File: src/rtl/kmpc_div.sv
// Serial restoring divider, one quotient bit per cycle.
`timescale 1ns / 1ps
module kmpc_div #(
    parameter int DW = 44,
    parameter int VW = 24
) (
    input  logic          aclk,
    input  logic          aresetn,
    input  logic          start,
    input  logic [DW-1:0] dividend,
    input  logic [VW-1:0] divisor,
    output logic          busy,
    output logic [DW-1:0] quotient
);
    localparam int CW = $clog2(DW + 1);

    logic [DW-1:0] quo_reg;
    logic [VW:0]   rem_reg;
    logic [VW-1:0] dvs_reg;
    logic [CW-1:0] cnt_reg;
    logic          busy_reg;
    logic [VW:0]   rem_shift;
    logic          fits;

    assign rem_shift = {rem_reg[VW-1:0], quo_reg[DW-1]};
    assign fits      = rem_shift >= {1'b0, dvs_reg};

    always_ff @(posedge aclk) begin
        if (!aresetn) begin
            busy_reg <= 1'b0;
            cnt_reg  <= '0;
        end else if (start) begin
            busy_reg <= 1'b1;
            cnt_reg  <= CW'(DW);
        end else if (busy_reg) begin
            cnt_reg  <= cnt_reg - 1'b1;
            busy_reg <= (cnt_reg != CW'(1));
        end
    end

    always_ff @(posedge aclk) begin
        if (start) begin
            quo_reg <= dividend;
            rem_reg <= '0;
            dvs_reg <= divisor;
        end else if (busy_reg) begin
            rem_reg <= fits ? (rem_shift - {1'b0, dvs_reg}) : rem_shift;
            quo_reg <= {quo_reg[DW-2:0], fits};
        end
    end

    assign busy     = busy_reg;
    assign quotient = quo_reg;
endmodule

File: config.mk
export PLATFORM = sky130hd
export DESIGN_NAME = kmpc_div
export DESIGN_NICKNAME = d
export VERILOG_FILES = /design/src/rtl/kmpc_div.sv
export SDC_FILE = /design/constraint.sdc
export NUM_CORES = 1
export LEC_CHECK = 0
export BUFFER_PORTS_ARGS = -buffer_cell sky130_fd_sc_hd__buf_2
export CORE_UTILIZATION = 47
export CTS_BUF_LIST = sky130_fd_sc_hd__clkbuf_4 sky130_fd_sc_hd__clkbuf_8
export CTS_CLUSTER_SIZE = 20
export DETAILED_ROUTE_END_ITERATION = 8
export PLACE_DENSITY = 0.72
export SLEW_MARGIN = 20
export SYNTH_ARGS = -nofsm -noshare
export SYNTH_HDL_FRONTEND = slang
export SYNTH_SLANG_ARGS = --single-unit
File: constraint.sdc
create_clock -name aclk -period 2.4 [get_ports aclk]
set_input_delay 0.12 -clock aclk [delete_from_list [all_inputs] [get_ports aclk]]
set_output_delay 0.12 -clock aclk [all_outputs]
set_load 0.005 [all_outputs]
* Word level (Yosys, flattened, before mapping)
Cells that the tools add are included.
** Storage, ports and cells
- Bits in registers :: 99
- Output and inout port bits :: 45
** Operators by class
- Equality and inequality tests :: 1
- Bitwise gates (word level) :: 1
- $add $sub $neg :: 2
- Reduce and logical (&&, ||, !) cells :: 2
- Order comparisons :: 1
- Mux-type cells :: 7
** Operators by type and width (count)
- 44-bit 2-to-1 mux :: 2
- 25-bit by 24-bit >= comparator with 1-bit output :: 1
- 24-bit 2-to-1 mux :: 1
- 24-bit subtractor :: 1
- 6-bit 2-to-1 mux :: 2
- 6-bit by 1-bit inequality test with 1-bit output, second input constant :: 1
- 6-bit by 1-bit subtractor with 6-bit output, second input constant :: 1
- 1-bit 2-to-1 mux :: 2
- 2-bit nonzero test :: 1
- 2-bit OR reduction :: 1
- 1-bit NOT :: 1

* Longest topological paths before layout
Gate-level depths: netlist of run 1.
- Word-level depth :: 3
- Gate-level depth with buffers :: 13

* Least setup slack after synthesis of run 1
No wires, ideal clock.
- Path kind :: flip-flop to flip-flop
- From :: register dvs_reg[12]
- To :: register rem_reg[14]
- Setup time :: 0.137 ns
- Clock period less this slack :: 2.579 ns
- Required time :: 2.263 ns
- Buffers on the path :: 2
- Arrival :: 2.442 ns
- Stages on the path, launching flop included :: 13
- Slack :: -0.179 ns
- Path through :: edfxtp_1 > inv_1 > ha_1 > and3_4 > and3_1 > and2_2 > a211oi_4 > o221a_4 > and2_4 > buf_12 > buf_12 > mux2i_1 > a211oi_1
** On the way
- Longest elaborated chain between the ends :: 2
** Ends and longest elaborated chain
- from (decl) :: RTL line 19 : logic [VW-1:0] dvs_reg;
- from (signal assigned) :: RTL line 45 : dvs_reg <= divisor;
- 24-bit subtractor / 25-bit by 24-bit >= comparator with 1-bit output (equally long branches) :: RTL line 47, 26
- 24-bit 2-to-1 mux (*) :: RTL line 47 : rem_reg <= fits ? (rem_shift - {1'b0, dvs_reg}) : rem_shift;
- to (signal assigned) :: RTL line 47
- to (decl) :: RTL line 18 : logic [VW:0] rem_reg;
Every way passes the cells marked *; elsewhere a longest branch is shown, timed or not.
A chain may end at the register's enable or synchronous reset.

* Worst setup path in the final report of run 1
- From :: register dvs_reg[4]
- To :: register rem_reg[15]
The elaborated chain is that of the path after synthesis.

==> results of run 1 <==
cell usage in the layout, fill, tap and decap left out, drive strengths merged, types with 6 or more instances in the layout:
cell           n
clkbuf        10
dfxtp         31
mux2i         12
mux2          44
and3           6
a211oi        24
a21o           7
buf          187
inv           40
a21oi         28
edfxtp        68
nand2         21
o21ai         13
nor2          42
a21boi         6
ha            26
dlygate4sd3   25
xnor2         15
xor2           7
what timing repair did:
item | in CTS | in global routing
endpoints found under the setup margin | 25 | 25
resized for setup | 18 | 23
gates cloned | 2 | 1
pin swaps | 15 | 19
endpoints found under the hold margin | 25 | 0
buffers inserted | 7 | 4
hold buffers | 25 | 0
synth_stat cells (2+ instances only):
master,instances
and3_1,5
and2_1,2
or4b_1,2
o21a_1,4
dfxtp_1,31
nand3_1,5
a21oi_1,27
o211ai_1,2
clkbuf_1,14
nor2b_1,5
mux2_2,44
a31oi_1,5
buf_12,2
nand4_1,4
nor4_1,2
or3_1,2
a21o_1,7
o21ai_0,12
nand2b_1,4
inv_1,36
mux2i_1,12
xnor2_1,15
a21boi_0,6
a311oi_1,3
o21bai_1,3
xor2_1,7
nand2_1,21
edfxtp_1,68
nor2_1,42
a31o_2,3
a211oi_1,23
nor3_1,4
o31a_1,3
ha_1,26
or2_2,2
through the flow:
stage	std cells	hold slack, ns	setup slack, ns	total power, mW	area (µm²)
3_3_place_gp	774	0.299	-0.157	3.36	6640
4_1_cts	823	0.00604	-0.170	4.53	7220
3_5_place_dp	774	0.298	-0.248	3.39	6640
2_1_floorplan	478	0.219	-0.0912	2.92	5500
5_1_grt	828	0.00462	-0.329	4.83	7370
6_report	828	0.0307	-0.214	4.59	7370
layer usage:
| layer | wire, µm | part of all wire (%) | vias to the layer above | track usage (%) |
|---|---|---|---|---|
| met4 | 175 | 1.3 | 0 | 6.66 |
| met2 | 6600 | 51 | 127 | 40.3 |
| met1 | 5340 | 41 | 2102 | 25.7 |
| li1 | - | - | 2166 | - |
| met3 | 939 | 7.2 | 18 | 8.91 |
| met5 | 0 | 0 | - | 0 |
worst register-to-register path: cells and delay by family, from the launching register on:
| kind | cells | cell delay, ns |
|---|---|---|
| mux | 1 | 0.21 |
| buf+inv | 2 | 0.24 |
| flops | 1 | 0.39 |
| simple gates | 1 | 0.24 |
| fa+ha+maj | 1 | 0.21 |
| compound gates | 5 | 1.21 |
final timing paths:
check / endpoint / cells after the start
min reg2reg: rem_reg[23]$_SDFFE_PP0P_ / 2
min: quotient[42]$_DFFE_PP_ / 2
max: rem_reg[15]$_SDFFE_PP0P_ / 10
max reg2reg: rem_reg[15]$_SDFFE_PP0P_ / 10
kinds of logic (layout without fill, tap and decap cells):
kind of cell | count (synthesis) | count (layout) | share of synthesized area, %
DFF | 99 | 99 | 49.6
buffers and inverters | 56 | 265 | 4.62
adders and majority gates | 27 | 27 | 6.43
xor gates and xnor gates | 22 | 22 | 3.59
muxes | 56 | 56 | 11.5
AOI/OAI and AO/OA | 109 | 109 | 14.2
and+or+nand+nor | 109 | 110 | 10.1
area by class of cell:
cell class                      instances  area, µm²
Clock buffer                            9        124
Multi-Input combinational cell        324       2740
Clock inverter                          6       48.8
Fill cell                             856       3620
Sequential cell                        99       2660
Inverter                               37        139
Tap cell                              140        175
Timing Repair Buffer                  213       1480
where the power goes:
group | switching, mW | internal, mW
clock | 0.634 | 0.384
combinational | 0.681 | 0.784
sequential | 0.0949 | 2.01
==> results.md, run 1 <==
- Unrepaired setup endpoints after global routing: yes
- Synth area leader: edfxtp_1
- Worst-path clk slew: about 0.1 ns
- Max Cap Viol: 0
- Die extent in x: between 100 and 150 µm
- TritonRoute pass-1 iters: 4
- Mapped Nets: 576
- Clock tree root driver cell: clkbuf_8
- Max VDD drop: ~0.56 mV
- Synth top area cells: edfxtp_1 38%, dfxtp_1 12%, mux2_2 9.2%
- Crit path from: dvs_reg[4]$_DFFE_PP_
- Row count: 38
- Largest net degree at the start of global routing: 90
- # diodes: 0
- CTS tree: done
- Worst r2r src: dvs_reg[4]$_DFFE_PP_
- Post-synth top area share: between 30% and 40%
- Wirelength, routed: ~13 mm
- Vias per cell: 5.33
- Total grt overflow: 0
- Fin. max-slew vios: 0
- Standby leakage power: around 3.2 nW
- Num Clock Sinks: 99
- Pwr dens: 623 nW/µm²
- Util after Layout: about 67%
- FF+latch count, synth: 99
- Slew HR: 65.5%
- Vias post-DR: 4413
- Final setup skew: between 0.01 and 0.015 ns
- Num CTS Buffers: 9
- Final ANT Viol Nets: 0
- CP max FO: 6
- Clock buffer depth: 2
- Skew-Pair Late Insertion Delay: between 0.3 and 0.4 ns
- WL/cell: between 15 and 20 µm
- Post-synth EDFFs: 68
- Mapped Cells: ~480
- Ys async rst share: 0%
- Synth Warn #: 0
- IO buf count: 115
- Synthesized area per cell: ~11 µm²
- DRC viols: 0
- Synth Cell Area: ~5400 µm²
- Main flop type after synthesis: edfxtp_1
- Initial core utilization: about half
- Vias in the first global route: ~4500
- Flop-to-flop setup slack: -0.21 ns
- Share of cells above drive strength 1: between 40% and 50%
- Synth-to-layout area growth: 37.2%
- Die span in y: approximately 110 µm
- Htree depth: 3
- # setup viols final: 25
- Largest delay share family, worst path: compound AO/OA/AOI/OAI gates
- Final Worst Setup Slack: -0.214 ns
- Min Clock Period, post-route: ~2.6 ns
- HP Class: in -> reg
- Max reg flops: 44
- Required time of the critical path: 2.66 ns
- Fmax: approximately 0.38 GHz
- Final nets: 782
- Tot GR Track Use: a little under a quarter
- Routability cong.: 0.866
- Worst-Margin Slew: slightly above 0.5 ns
- Critical path class: reg -> reg
- Top Ports: 116
- Die ar.: 11900 µm²
- Violated checks: negative setup slack
- Run status: complete, but fails checks
- Crit path DAT: about 2.9 ns
- Final Cycle Share: 109%
- Critical path's slowest cell: edfxtp_1
- Fin. Hold Viols: 0
- Post-DP HPWL: around 9 mm
- First-pass GRT wire length: 20.8 mm
- Setup crit start kind: flop
- Hold Path Origin: dividend[42]
- Slowest stage delay, CP: 0.39 ns
- Setup TNS: -3.52 ns
- DR iter-0 viols: 122
- Initial antenna violation count: 0
- Core Region: approximately 11000 µm²
- Worst Path Buf+Inv: 2
- CP endpoint kind: flop
- Crit-path cells: inv_2 -> ha_4 -> a21o_1 -> o31a_1 -> a211oi_4 -> o221a_4 -> and2_4 -> buf_12 -> mux2i_1 -> a211oi_1
- Synth cell types: 60
- Seq/Total Area, Yosys: 49.6%
No activity file was read; power rests on OpenSTA's default activity.
==> run 2: changes to the inputs <==
CORE_UTILIZATION = 25   (was 47)
PLACE_DENSITY = 0.43   (was 0.72)
==> run 2 against run 1 <==
Net effect:
- the run still ends with negative setup slack left
- sequential power about the same
- global-route usage down 9.1 points
- register-to-register slack better by 0.02 ns
- worst hold slack better by 0.0061 ns
- die area up 86%
==> results.md, run 2 (synthesis results as in run 1) <==
- Run status: complete, but fails checks
- Violated checks: negative setup slack
- Initial antenna violation count: 0 (unchanged)
- Unrepaired setup endpoints after global routing: yes
- Standby leakage power: 3.29 nW (+3.0%)
- Skew-Pair Late Insertion Delay: 0.40 ns (about the same)
- Fmax: 0.386 GHz (+0.84%)
- Die span in y: 149 µm (+36%)
- Max VDD drop: 0.341 mV (-40%)
- # diodes: 0 (unchanged)
- Fin. max-slew vios: 0 (unchanged)
- Pwr dens: 602 nW/µm² (-3.3%)
- Post-Layout Cell Count: 991 (+20%)
- Row count: 53 (+39%)
- Setup crit start kind: flop
- Htree depth: 3 (unchanged)
- Vias per cell: 4.48 (-16%)
- TritonRoute pass-1 iters: 4 (unchanged)
- Sw frac: 31.4% (+0.69 points)
- Clock buffer depth: 2 (unchanged)
- Slew HR: 57.5% (-8.0 points)
- Final nets: 809 (+3.5%)
- Routability cong.: 0.819 (-5.3%)
- Pint: 3.19 mW (+0.51%)
- Final Cycle Share: 108% (-0.91 points)
- Required time of the critical path: 2.70 ns (+0.04 ns)
- CTS tree: done
- DRC viols: 0 (unchanged)
- Worst-path clk slew: 0.12 ns (+0.02 ns)
- # setup viols final: 25 (unchanged)
- Seq pwr share: 45.2% (-0.7 points)
- CP max FO: 11 (+5)
- Num CTS Buffers: 9 (unchanged)
- Share of cells above drive strength 1: 42.5% (-2.0 points)
- Vias in the first global route: 4872 (+7.3%)
- Power Total: 4.66 mW (+1.5%)
- Die extent in x: 149 µm (+36%)
- Worst-Margin Slew: 0.637 ns (+0.124 ns)
- Placed Instances: 918 (+19%)
- IO buf count: 115 (unchanged)
- Min Clock Period, post-route: 2.59 ns (-0.0218 ns)
- Flop-to-flop setup slack: -0.19 ns (+0.02 ns)
- Commonest non-fill, non-tap cell in the layout: buf_2
- Util after Layout: 36.8% (-30 points)
- CP endpoint kind: flop
- Clock tree root driver cell: clkbuf_8
- Total grt overflow: 0 (unchanged)
- Post-DP HPWL: 9.95 mm (+11%)
- Fin. Hold Viols: 0 (unchanged)
- Final ANT Viol Nets: 0 (unchanged)
- Core Region: 21000 µm² (+91%)
- Clock power share: 24.3% (+2.1 points)
- Initial core utilization: 25.5% (-23 points)
- Final Worst Setup Slack: -0.193 ns (+0.0218 ns)
- Vias post-DR: 4443 (+0.68%)
- Tot GR Track Use: 13.9% (-9.1 points)
- Final setup skew: 0.0234 ns (+0.0105 ns)
- Max reg flops: 44 (unchanged)
- Top Ports: 116 (unchanged)
- Critical path class: reg -> reg
- Filler cell count: 2104 (+150%)
- Largest net degree at the start of global routing: 90 (unchanged)
- Synth-to-layout area growth: 44.1%
- Wirelength, routed: 14.4 mm (+10%)
- Num Clock Sinks: 99 (unchanged)
- WL/cell: 14.5 µm (-8.0%)
- Worst hold margin: 0.0368 ns (+0.00610 ns)
- Most frequent cells in the layout: 114 x buf_2, 69 x buf_4, 68 x edfxtp_1
- Setup WS pre-CTS: -0.292 ns (-0.0439 ns)
- DR iter-0 viols: 155 (+27%)
- Max Cap Viol: 0 (unchanged)
- Die ar.: 22100 µm² (+86%)
- HP Class: in -> reg
- Sw power: 1.46 mW (+3.8%)
- First-pass GRT wire length: 24.2 mm (+16%)
- Comb pwr share: 30.5% (-1.4 points)
- Crit path DAT: 2.89 ns (about the same)
## run 2: cell types whose count changed in the layout (fill, tap and decap cells not counted), moves of 3 or more
| cell | delta |
|---|---|
| a21oi_1 | +5 |
| buf_4 | +4 |
| a21oi_2 | -3 |
| dlygate4sd3_1 | +29 |
## run 2: repair_timing
item                                    4_1_cts  5_1_grt
gates resized for setup                      20       10
hold endpoints to repair                     53        2
endpoints found under the setup margin       25       25
buffers inserted                              3        1
pin swaps                                     7       10
hold buffers                                 52        2
## run 2: routing by layer
layer,wire length (µm),vias up,GRT usage (%)
met4,174,0,4.18
met2,6820,111,23.7
li1,-,2222,-
met5,0,-,0
met3,809,11,4.23
met1,6560,2099,16.6
## run 2: final timing paths
check,from,to,cells after the start
max reg2reg,dvs_reg[22]$_DFFE_PP_,rem_reg[19]$_SDFFE_PP0P_,11
min,dividend[18],quotient[18]$_DFFE_PP_,2
min reg2reg,cnt_reg[1]$_SDFFE_PP0P_,cnt_reg[1]$_SDFFE_PP0P_,2
max,dvs_reg[22]$_DFFE_PP_,rem_reg[19]$_SDFFE_PP0P_,11
## run 2: through the flow
step	setup TNS, ns	instance area, µm²
floorplan	-1.33	5500
global placement	-1.91	6870
detailed placement	-2.87	6870
CTS	-3.72	7660
global route	-6.32	7730
finish	-3.16	7730
## run 2: critical path: stages (launching register included)
cell and delay (ns):
edfxtp_1 0.35, inv_2 0.05, ha_4 0.26, inv_2 0.03, or4_4 0.54, nor2_4 0.12, nand2_2 0.06, o221a_4 0.24
and2_4 0.18, buf_12 0.15, o31a_1 0.31, a31o_2 0.21
## run 2: power groups by stage
stage / combinational, mW / sequential, mW / clock, mW
4_1_cts: 1.40 / 2.11 / 1.20
2_1_floorplan: 0.779 / 2.14 / 0
6_report: 1.42 / 2.10 / 1.13
3_5_place_dp: 1.30 / 2.14 / 0
3_3_place_gp: 1.30 / 2.14 / 0
5_1_grt: 1.57 / 2.13 / 1.25
## run 2: layout make-up
class	instances	area (µm²)	area share [%]
inverter	37	139	1.80
clock inverter	6	60.1	0.777
timing repair buffer	241	1700	22.0
multi-input combinational	323	2700	34.9
sequential	99	2660	34.4
tap	275	344	4.45
clock buffer	10	131	1.70
